`config.mk`:
```
export PLATFORM = sky130hd
export DESIGN_NAME = aes128_key_schedule_top
export DESIGN_NICKNAME = d
export VERILOG_FILES = /design/src/hw/rtl/aks_pkg.sv /design/src/hw/rtl/aks_engine.sv /design/src/hw/rtl/aks_seq.sv /design/src/hw/rtl/aes128_key_schedule_top.sv
export SDC_FILE = /design/constraint.sdc
export NUM_CORES = 1
export LEC_CHECK = 0
export ABC_AREA = 1
export BUFFER_PORTS_ARGS = -buffer_cell sky130_fd_sc_hd__buf_4
export CORE_UTILIZATION = 50
export DETAILED_ROUTE_END_ITERATION = 16
export PLACE_DENSITY = 0.78
export SYNTH_ARGS = -nofsm -noshare
export SYNTH_HDL_FRONTEND = slang
export SYNTH_SLANG_ARGS = --single-unit
```
`constraint.sdc`:
```
create_clock -name aclk -period 8.7 [get_ports aclk]
set_input_delay 1.74 -clock aclk [delete_from_list [all_inputs] [get_ports aclk]]
set_output_delay 1.74 -clock aclk [all_outputs]
set_load 0.02 [all_outputs]
```
`src/hw/rtl/aks_pkg.sv`:
```
// Shared types, constants and byte functions for the AES-128 key schedule.
`default_nettype none
package aks_pkg;

    localparam int BYTES_PER_KEY = 16;
    localparam logic [3:0] NUM_ROUNDS = 4'd10;
    localparam logic [3:0] LAST_BYTE = 4'(BYTES_PER_KEY - 1);

    typedef struct packed {
        logic [63:0] key_high;
        logic [63:0] key_low;
    } key_word_t;

    typedef struct packed {
        logic [3:0]  round_number;
        logic [63:0] round_key_high;
        logic [63:0] round_key_low;
        logic        final_key;
    } round_key_t;

    // sequencer -> byte engine / output stage
    typedef struct packed {
        logic       load;
        logic       shift;
        logic       copy;
        logic [3:0] byte_idx;
        logic [3:0] round;
    } aks_ctl_t;

    localparam logic [7:0] SBOX [256] = '{
        8'h63, 8'h7c, 8'h77, 8'h7b, 8'hf2, 8'h6b, 8'h6f, 8'hc5,
        8'h30, 8'h01, 8'h67, 8'h2b, 8'hfe, 8'hd7, 8'hab, 8'h76,
        8'hca, 8'h82, 8'hc9, 8'h7d, 8'hfa, 8'h59, 8'h47, 8'hf0,
        8'had, 8'hd4, 8'ha2, 8'haf, 8'h9c, 8'ha4, 8'h72, 8'hc0,
        8'hb7, 8'hfd, 8'h93, 8'h26, 8'h36, 8'h3f, 8'hf7, 8'hcc,
        8'h34, 8'ha5, 8'he5, 8'hf1, 8'h71, 8'hd8, 8'h31, 8'h15,
        8'h04, 8'hc7, 8'h23, 8'hc3, 8'h18, 8'h96, 8'h05, 8'h9a,
        8'h07, 8'h12, 8'h80, 8'he2, 8'heb, 8'h27, 8'hb2, 8'h75,
        8'h09, 8'h83, 8'h2c, 8'h1a, 8'h1b, 8'h6e, 8'h5a, 8'ha0,
        8'h52, 8'h3b, 8'hd6, 8'hb3, 8'h29, 8'he3, 8'h2f, 8'h84,
        8'h53, 8'hd1, 8'h00, 8'hed, 8'h20, 8'hfc, 8'hb1, 8'h5b,
        8'h6a, 8'hcb, 8'hbe, 8'h39, 8'h4a, 8'h4c, 8'h58, 8'hcf,
        8'hd0, 8'hef, 8'haa, 8'hfb, 8'h43, 8'h4d, 8'h33, 8'h85,
        8'h45, 8'hf9, 8'h02, 8'h7f, 8'h50, 8'h3c, 8'h9f, 8'ha8,
        8'h51, 8'ha3, 8'h40, 8'h8f, 8'h92, 8'h9d, 8'h38, 8'hf5,
        8'hbc, 8'hb6, 8'hda, 8'h21, 8'h10, 8'hff, 8'hf3, 8'hd2,
        8'hcd, 8'h0c, 8'h13, 8'hec, 8'h5f, 8'h97, 8'h44, 8'h17,
        8'hc4, 8'ha7, 8'h7e, 8'h3d, 8'h64, 8'h5d, 8'h19, 8'h73,
        8'h60, 8'h81, 8'h4f, 8'hdc, 8'h22, 8'h2a, 8'h90, 8'h88,
        8'h46, 8'hee, 8'hb8, 8'h14, 8'hde, 8'h5e, 8'h0b, 8'hdb,
        8'he0, 8'h32, 8'h3a, 8'h0a, 8'h49, 8'h06, 8'h24, 8'h5c,
        8'hc2, 8'hd3, 8'hac, 8'h62, 8'h91, 8'h95, 8'he4, 8'h79,
        8'he7, 8'hc8, 8'h37, 8'h6d, 8'h8d, 8'hd5, 8'h4e, 8'ha9,
        8'h6c, 8'h56, 8'hf4, 8'hea, 8'h65, 8'h7a, 8'hae, 8'h08,
        8'hba, 8'h78, 8'h25, 8'h2e, 8'h1c, 8'ha6, 8'hb4, 8'hc6,
        8'he8, 8'hdd, 8'h74, 8'h1f, 8'h4b, 8'hbd, 8'h8b, 8'h8a,
        8'h70, 8'h3e, 8'hb5, 8'h66, 8'h48, 8'h03, 8'hf6, 8'h0e,
        8'h61, 8'h35, 8'h57, 8'hb9, 8'h86, 8'hc1, 8'h1d, 8'h9e,
        8'he1, 8'hf8, 8'h98, 8'h11, 8'h69, 8'hd9, 8'h8e, 8'h94,
        8'h9b, 8'h1e, 8'h87, 8'he9, 8'hce, 8'h55, 8'h28, 8'hdf,
        8'h8c, 8'ha1, 8'h89, 8'h0d, 8'hbf, 8'he6, 8'h42, 8'h68,
        8'h41, 8'h99, 8'h2d, 8'h0f, 8'hb0, 8'h54, 8'hbb, 8'h16
    };

    function automatic logic [7:0] sbox(input logic [7:0] b);
        return SBOX[b];
    endfunction

    // round constant, top byte only
    function automatic logic [7:0] rcon(input logic [3:0] round);
        logic [7:0] rc;
        case (round)
            4'd1:    rc = 8'h01;
            4'd2:    rc = 8'h02;
            4'd3:    rc = 8'h04;
            4'd4:    rc = 8'h08;
            4'd5:    rc = 8'h10;
            4'd6:    rc = 8'h20;
            4'd7:    rc = 8'h40;
            4'd8:    rc = 8'h80;
            4'd9:    rc = 8'h1b;
            4'd10:   rc = 8'h36;
            default: rc = 8'h00;
        endcase
        return rc;
    endfunction

endpackage
`default_nettype wire

```
`src/hw/rtl/aks_engine.sv`:
```
// Byte-serial round key engine: 16-byte shift register, one key byte per cycle while shift is set.
`default_nettype none
module aks_engine (
    input  wire              aclk,
    input  aks_pkg::key_word_t key_in,
    input  aks_pkg::aks_ctl_t  ctl,
    output logic [127:0]     round_key
);
    import aks_pkg::*;

    logic [7:0]   sr_reg  [BYTES_PER_KEY];
    logic [7:0]   sr_next [BYTES_PER_KEY];
    logic [127:0] key_flat;
    logic [7:0]   sub_in;
    logic [7:0]   sub_out;
    logic [7:0]   mix_byte;
    logic [7:0]   new_byte;

    // Byte j of the new key = old[j] ^ t. For the first word t comes from
    // RotWord/SubWord of old word 3 (taps 13 and 9 as the register shifts);
    // after that t is new[j-4], which sits at tap 12.
    always_comb begin
        key_flat = {key_in.key_high, key_in.key_low};
        sub_in   = (ctl.byte_idx[1:0] == 2'd3) ? sr_reg[9] : sr_reg[13];
        sub_out  = sbox(sub_in);
        if (ctl.byte_idx[3:2] == 2'b00) begin
            mix_byte = sub_out ^ ((ctl.byte_idx[1:0] == 2'd0) ? rcon(ctl.round) : 8'h00);
        end else begin
            mix_byte = sr_reg[12];
        end
        new_byte = sr_reg[0] ^ mix_byte;
    end

    always_comb begin
        for (int k = 0; k < BYTES_PER_KEY; k++) begin
            sr_next[k] = sr_reg[k];
        end
        if (ctl.load) begin
            for (int k = 0; k < BYTES_PER_KEY; k++) begin
                sr_next[k] = key_flat[127 - 8 * k -: 8];
            end
        end else if (ctl.shift) begin
            for (int k = 0; k < BYTES_PER_KEY - 1; k++) begin
                sr_next[k] = sr_reg[k + 1];
            end
            sr_next[BYTES_PER_KEY - 1] = new_byte;
        end
    end

    always_ff @(posedge aclk) begin
        for (int k = 0; k < BYTES_PER_KEY; k++) begin
            sr_reg[k] <= sr_next[k];
        end
    end

    always_comb begin
        for (int k = 0; k < BYTES_PER_KEY; k++) begin
            round_key[127 - 8 * k -: 8] = sr_reg[k];
        end
    end

endmodule
`default_nettype wire

```
`src/hw/rtl/aks_seq.sv`:
```
// Sequencer: round and byte counters that drive the engine and the output stage.
`default_nettype none
module aks_seq (
    input  wire              aclk,
    input  wire              aresetn,
    input  wire              s_valid,
    output logic             s_ready,
    input  wire              out_free,
    output aks_pkg::aks_ctl_t ctl
);
    import aks_pkg::*;

    localparam logic [1:0] ST_IDLE = 2'd0;
    localparam logic [1:0] ST_HOLD = 2'd1;
    localparam logic [1:0] ST_RUN  = 2'd2;

    logic [1:0] state_reg, state_next;
    logic [3:0] round_reg, round_next;
    logic [3:0] byte_reg,  byte_next;

    always_comb begin
        state_next   = state_reg;
        round_next   = round_reg;
        byte_next    = byte_reg;
        ctl.load     = 1'b0;
        ctl.shift    = 1'b0;
        ctl.copy     = 1'b0;
        ctl.byte_idx = byte_reg;
        ctl.round    = round_reg;
        s_ready      = (state_reg == ST_IDLE);
        unique case (state_reg)
            ST_IDLE: begin
                if (s_valid) begin
                    ctl.load   = 1'b1;
                    round_next = 4'd0;
                    state_next = ST_HOLD;
                end
            end
            ST_HOLD: begin
                if (out_free) begin
                    ctl.copy = 1'b1;
                    if (round_reg == NUM_ROUNDS) begin
                        state_next = ST_IDLE;
                    end else begin
                        round_next = round_reg + 4'd1;
                        byte_next  = 4'd0;
                        state_next = ST_RUN;
                    end
                end
            end
            ST_RUN: begin
                ctl.shift = 1'b1;
                byte_next = byte_reg + 4'd1;
                if (byte_reg == LAST_BYTE) begin
                    state_next = ST_HOLD;
                end
            end
            default: begin
                state_next = ST_IDLE;
            end
        endcase
    end

    always_ff @(posedge aclk) begin
        if (!aresetn) begin
            state_reg <= ST_IDLE;
            round_reg <= 4'd0;
            byte_reg  <= 4'd0;
        end else begin
            state_reg <= state_next;
            round_reg <= round_next;
            byte_reg  <= byte_next;
        end
    end

    a_run_round: assert property (@(posedge aclk) disable iff (!aresetn)
        (state_reg == ST_RUN) |-> (round_reg != 4'd0 && round_reg <= NUM_ROUNDS))
        else $error("engine running with round out of range");
    a_last_byte: assert property (@(posedge aclk) disable iff (!aresetn)
        (state_reg == ST_RUN && byte_reg == LAST_BYTE) |=> (state_reg == ST_HOLD))
        else $error("round did not finish after last byte");
    a_idle_done: assert property (@(posedge aclk) disable iff (!aresetn)
        (state_reg == ST_HOLD && out_free && round_reg == NUM_ROUNDS) |=> s_ready)
        else $error("not idle after final round key");

endmodule
`default_nettype wire

```
`src/hw/rtl/aes128_key_schedule_top.sv`:
```
// Top level of the byte-serial AES-128 key schedule with registered output.
//
//  channel  dir  ports                    word
//  -------  ---  -----------------------  ----------------------------------
//  s_       in   s_valid s_ready s_data   key_word_t: 128-bit cipher key
//  m_       out  m_valid m_ready m_data   round_key_t: one of 11 round keys
//
// A key is taken only while the engine is idle; round key 0 (the key itself)
// is loaded into the engine and then copied to the output register. Each
// further round key is built by the byte engine from its 16 bytes, one key
// byte per cycle through the shift register and one S-box, and then copied
// to the output register. A stalled m_ready parks the finished round key in
// the engine until the output register frees up. The next key is accepted
// as soon as round key 10 sits in the output register. Reset clears control
// and m_valid only.
`default_nettype none
module aes128_key_schedule_top (
    input  wire                 aclk,
    input  wire                 aresetn,
    input  wire                 s_valid,
    output logic                s_ready,
    input  aks_pkg::key_word_t  s_data,
    output logic                m_valid,
    input  wire                 m_ready,
    output aks_pkg::round_key_t m_data
);
    import aks_pkg::*;

    aks_ctl_t     ctl;
    logic [127:0] round_key;
    logic         out_free;
    logic         m_valid_reg, m_valid_next;
    round_key_t   m_data_reg,  m_data_next;

    assign out_free = !m_valid_reg || m_ready;

    aks_seq u_seq (
        .aclk     (aclk),
        .aresetn  (aresetn),
        .s_valid  (s_valid),
        .s_ready  (s_ready),
        .out_free (out_free),
        .ctl      (ctl)
    );

    aks_engine u_engine (
        .aclk      (aclk),
        .key_in    (s_data),
        .ctl       (ctl),
        .round_key (round_key)
    );

    // output register: loaded on copy, cleared when taken
    always_comb begin
        m_valid_next = m_valid_reg;
        m_data_next  = m_data_reg;
        if (ctl.copy) begin
            m_valid_next              = 1'b1;
            m_data_next.round_number  = ctl.round;
            m_data_next.round_key_high = round_key[127:64];
            m_data_next.round_key_low  = round_key[63:0];
            m_data_next.final_key     = (ctl.round == NUM_ROUNDS);
        end else if (m_ready) begin
            m_valid_next = 1'b0;
        end
    end

    always_ff @(posedge aclk) begin
        if (!aresetn) begin
            m_valid_reg <= 1'b0;
        end else begin
            m_valid_reg <= m_valid_next;
        end
    end

    always_ff @(posedge aclk) begin
        m_data_reg <= m_data_next;
    end

    assign m_valid = m_valid_reg;
    assign m_data  = m_data_reg;

    a_busy_after_accept: assert property (@(posedge aclk) disable iff (!aresetn)
        (s_valid && s_ready) |=> !s_ready)
        else $error("key accepted while schedule still running");
    a_final_round: assert property (@(posedge aclk) disable iff (!aresetn)
        (m_valid && m_data.final_key) |-> (m_data.round_number == NUM_ROUNDS))
        else $error("final flag on wrong round");
    a_no_overwrite: assert property (@(posedge aclk) disable iff (!aresetn)
        !(ctl.copy && m_valid_reg && !m_ready))
        else $error("round key overwrote an untaken word");
    a_shift_busy: assert property (@(posedge aclk) disable iff (!aresetn)
        ctl.shift |-> !s_ready)
        else $error("input ready while engine shifting");

endmodule
`default_nettype wire
```
==> flow_results.xml <==
<?xml version="1.0" encoding="UTF-8"?>
<metrics>
  <group name="outcome">
    <metric name="run_status" unit="">complete, no violations</metric>
  </group>
  <group name="pwr">
    <metric name="worst_ir_drop_vdd" unit="uV">150</metric>
    <metric name="cellPowerDensity" unit="nW/um2">255</metric>
    <metric name="totalPowerFinal" unit="mW">4.25</metric>
    <metric name="leakage" unit="nW">7.38</metric>
  </group>
  <group name="synthesis">
    <metric name="post_synth_and_or_nand_nor_area_fraction" unit="%">31.5</metric>
    <metric name="syn_avg_cell_area" unit="um2">9.25</metric>
    <metric name="syn-instance-count" unit="">1494</metric>
    <metric name="synth-seq-area-share" unit="%">59.5</metric>
    <metric name="ys.warnings.count" unit="">0</metric>
    <metric name="synth_top_family_by_area" unit="">simple AND/OR/NAND/NOR gates</metric>
    <metric name="synth-adder-area-share" unit="%">1.45</metric>
    <metric name="synth.mux.area_fraction" unit="%">0</metric>
    <metric name="synth_seq_cells" unit="">280</metric>
    <metric name="synth_xor_area_share" unit="%">0.190</metric>
    <metric name="area_fraction_in_compound_gates_after_synthesis" unit="%">2.23</metric>
    <metric name="synthDistinctLibCells" unit="">34</metric>
    <metric name="post_synth_instance_area" unit="um2">13800</metric>
    <metric name="syn_nets" unit="">1642</metric>
  </group>
  <group name="critical_path">
    <metric name="worst_path_arrival_time" unit="ns">4.34</metric>
    <metric name="highest_delay_cell_along_the_critical_path" unit="">buf_4</metric>
    <metric name="crit_end" unit="">u_engine.sr_reg[0][52]$_DFFE_PP_</metric>
    <metric name="crit_path_cell_trace" unit="">buf_4, nand2_4, buf_4, nand2_4, buf_4</metric>
    <metric name="cp_common_cell" unit="">buf_4</metric>
    <metric name="worstPathMaxFanout" unit="">80</metric>
    <metric name="critical_path_class" unit="">input port to register</metric>
    <metric name="reg2reg_from" unit="">u_seq.byte_reg[0]$_SDFFE_PN0P_</metric>
    <metric name="category_of_the_worst_setup_path_launch_point" unit="">input port</metric>
    <metric name="timing.critical_path.from" unit="">s_valid</metric>
    <metric name="worst_setup_slack_for_register_to_register_paths" unit="ns">4.51</metric>
    <metric name="r2r.worst_path.cells" unit="">20</metric>
    <metric name="crit_path_end_kind" unit="">register</metric>
    <metric name="worst_ep_required_time" unit="ns">8.84</metric>
    <metric name="reg2reg_to" unit="">u_engine.sr_reg[1][57]$_DFFE_PP_</metric>
    <metric name="cp_slowest_stage_delay" unit="ns">0.74</metric>
  </group>
  <group name="clock_tree">
    <metric name="numClockSinks" unit="">280</metric>
    <metric name="clkLatencyLatePin" unit="ns">0.54</metric>
    <metric name="root_buffer" unit="">clkbuf_16</metric>
    <metric name="clk_transition_reported_paths" unit="ns">0.06</metric>
    <metric name="cts_tree" unit="">done</metric>
    <metric name="post_cts.resized_instances" unit="">0</metric>
    <metric name="cts_bufs_inserted" unit="">27</metric>
    <metric name="cts-htree-levels" unit="">1</metric>
    <metric name="cts-hold-fix-buffers" unit="">0</metric>
    <metric name="clock_tree.buffer_depth" unit="">3</metric>
    <metric name="cts.repair_timing.setup_buffer_count" unit="">0</metric>
  </group>
  <group name="floorplan">
    <metric name="core-area" unit="um2">27000</metric>
    <metric name="rows" unit="">60</metric>
    <metric name="start_util" unit="%">51.1</metric>
    <metric name="dieHeight" unit="um">168</metric>
    <metric name="design.portCount" unit="">267</metric>
    <metric name="die-area" unit="um2">28300</metric>
    <metric name="die_width" unit="um">168</metric>
  </group>
  <group name="sta">
    <metric name="worst_slew_pin_slew" unit="ns">1.09</metric>
    <metric name="rsz_0062_raised_after_global_routing" unit="">no</metric>
    <metric name="final_max_slew_viol_count" unit="">0</metric>
    <metric name="fin_tns_setup" unit="ns">0</metric>
    <metric name="timing.final.crit_period" unit="ns">4.20</metric>
    <metric name="worst_hold_slack" unit="ns">0.445</metric>
    <metric name="worst_clock_skew" unit="ns">0.0170</metric>
    <metric name="fin_ws" unit="ns">4.50</metric>
    <metric name="slew-limit-headroom" unit="%">27.4</metric>
    <metric name="max_freq" unit="MHz">238</metric>
    <metric name="finalSetupViolations" unit="">0</metric>
    <metric name="timing.final.hold_violations" unit="">0</metric>
    <metric name="final_min_period_over_clock_period" unit="%">48.3</metric>
  </group>
  <group name="flow_run">
    <metric name="cap_viol_max_count" unit="">0</metric>
  </group>
  <group name="routing">
    <metric name="ant_nets" unit="">0</metric>
    <metric name="drt_pass1_iterations" unit="">5</metric>
    <metric name="route.detailed.wl_per_inst" unit="um">21.9</metric>
    <metric name="drt-vias-per-instance" unit="">5.91</metric>
    <metric name="drt_wl_total" unit="um">45600</metric>
    <metric name="total_drc_errors_in_the_routed_layout" unit="">0</metric>
    <metric name="routed-via-count" unit="">12300</metric>
    <metric name="initialDrtViolationCount" unit="">1565</metric>
  </group>
  <group name="place">
    <metric name="routabilityCongestion" unit="">0.977</metric>
    <metric name="placement.io_buffers" unit="">266</metric>
    <metric name="detailedPlacementHpwl" unit="um">31100</metric>
    <metric name="placedCellCount" unit="">2028</metric>
    <metric name="total_placed_instance_area" unit="um2">15900</metric>
    <metric name="pre_cts_slack" unit="ns">4.01</metric>
  </group>
  <group name="final_layout">
    <metric name="areaGrowthSynthToFinish" unit="%">20.8</metric>
    <metric name="largest_register_ff_count" unit="">133</metric>
    <metric name="final_common_cell" unit="">nand2_1</metric>
    <metric name="total_area_of_sequential_cells" unit="um2">8220</metric>
    <metric name="layout.cell_area.non_filler" unit="um2">16700</metric>
    <metric name="layout_common_cells" unit="">nand2_1, nand3_1, buf_4, edfxtp_1, inv_1</metric>
    <metric name="n_fill_cell" unit="">2252</metric>
    <metric name="post-route-util" unit="%">61.7</metric>
    <metric name="nets" unit="">1864</metric>
    <metric name="multi_input_area" unit="um2">4940</metric>
    <metric name="drive_above_1_share" unit="%">20.6</metric>
    <metric name="layoutNonFillerInstCount" unit="">2079</metric>
  </group>
  <group name="global_routing">
    <metric name="initial_antenna_violation_count" unit="">1</metric>
    <metric name="grt_first_pass_wirelength" unit="um">67600</metric>
    <metric name="first_global_vias" unit="">11600</metric>
    <metric name="grt_start_max_net_pins" unit="">94</metric>
    <metric name="grt_use_total" unit="%">31.5</metric>
    <metric name="grt_overflow" unit="">0</metric>
  </group>
  <group name="worst_hold_path">
    <metric name="worst_hold_path_type" unit="">register to register</metric>
  </group>
</metrics>
metal layers:
metal | up-vias | global-route usage, % | wire [um]
met1 | 5780 | 43.3 | 17600
met3 | 129 | 6.09 | 5140
li1 | 5538 | - | -
met2 | 845 | 48.9 | 20900
met4 | 0 | 13.2 | 1980
met5 | - | 0 | 0
worst min path at each step:
stage | start | to | slack [ns] | cells after the start
CTS | u_engine.sr_reg[0][13]$_DFFE_PP_ | m_data[118]$_DFFE_PP_ | 0.45 | 0
floorplan | u_engine.sr_reg[1][43]$_DFFE_PP_ | m_data[20]$_DFFE_PP_ | 0.43 | 0
detailed placement | u_engine.sr_reg[0][13]$_DFFE_PP_ | m_data[118]$_DFFE_PP_ | 0.43 | 0
finish | u_engine.sr_reg[0][13]$_DFFE_PP_ | m_data[118]$_DFFE_PP_ | 0.45 | 0
global placement | u_engine.sr_reg[0][41]$_DFFE_PP_ | m_data[82]$_DFFE_PP_ | 0.43 | 0
global route | u_engine.sr_reg[0][51]$_DFFE_PP_ | m_data[76]$_DFFE_PP_ | 0.46 | 0
logic make-up (layout without fill, tap and decap cells):
| kind of cell | count (synthesis) | count (layout) |
|---|---|---|
| AOI/OAI and AO/OA | 55 | 55 |
| xor gates and xnor gates | 3 | 3 |
| adders and majority gates | 16 | 16 |
| buffers and inverters | 148 | 391 |
| DFF | 280 | 280 |
| other | 0 | 1 |
| and+or+nand+nor | 992 | 992 |
cells in the mapped netlist, drive strengths merged:
library cell	instances	area share, %
o2111ai	1	0.063
inv	62	1.7
nor2	21	0.73
dfxtp	19	2.8
nand2	599	17
nand4	4	0.18
o21ai	29	1.2
clkbuf	30	0.82
o211ai	3	0.16
and3	1	0.045
nand3	360	13
nor3	3	0.27
nand3b	3	0.16
buf	54	2.6
o31ai	1	0.054
edfxtp	261	57
clkinv	2	0.054
nor4	1	0.045
a21oi	21	0.79
ha	16	1.4
xor2	3	0.19
area by class of cell:
cell class / instances / share of cell area (%)
Inverter: 64 / 1.45
Clock buffer: 37 / 4.27
Sequential cell: 280 / 49.3
Antenna cell: 1 / 0.0150
Timing Repair Buffer: 277 / 12.5
Multi-Input combinational cell: 1066 / 29.6
Clock inverter: 13 / 0.390
Tap cell: 341 / 2.56
where the power goes:
part           switching (mW)  leakage (nW)  internal [mW]
Clock                   0.480         0.382          0.573
Combinational           0.929          4.36          0.393
Sequential              0.113          2.64           1.76
worst max-delay path: cells and delay by family:
family / cells / cell delay, ns
and+or+nand+nor: 2 / 0.94
buffers and inverters: 3 / 1.50
No activity file was read; power rests on OpenSTA's default activity.
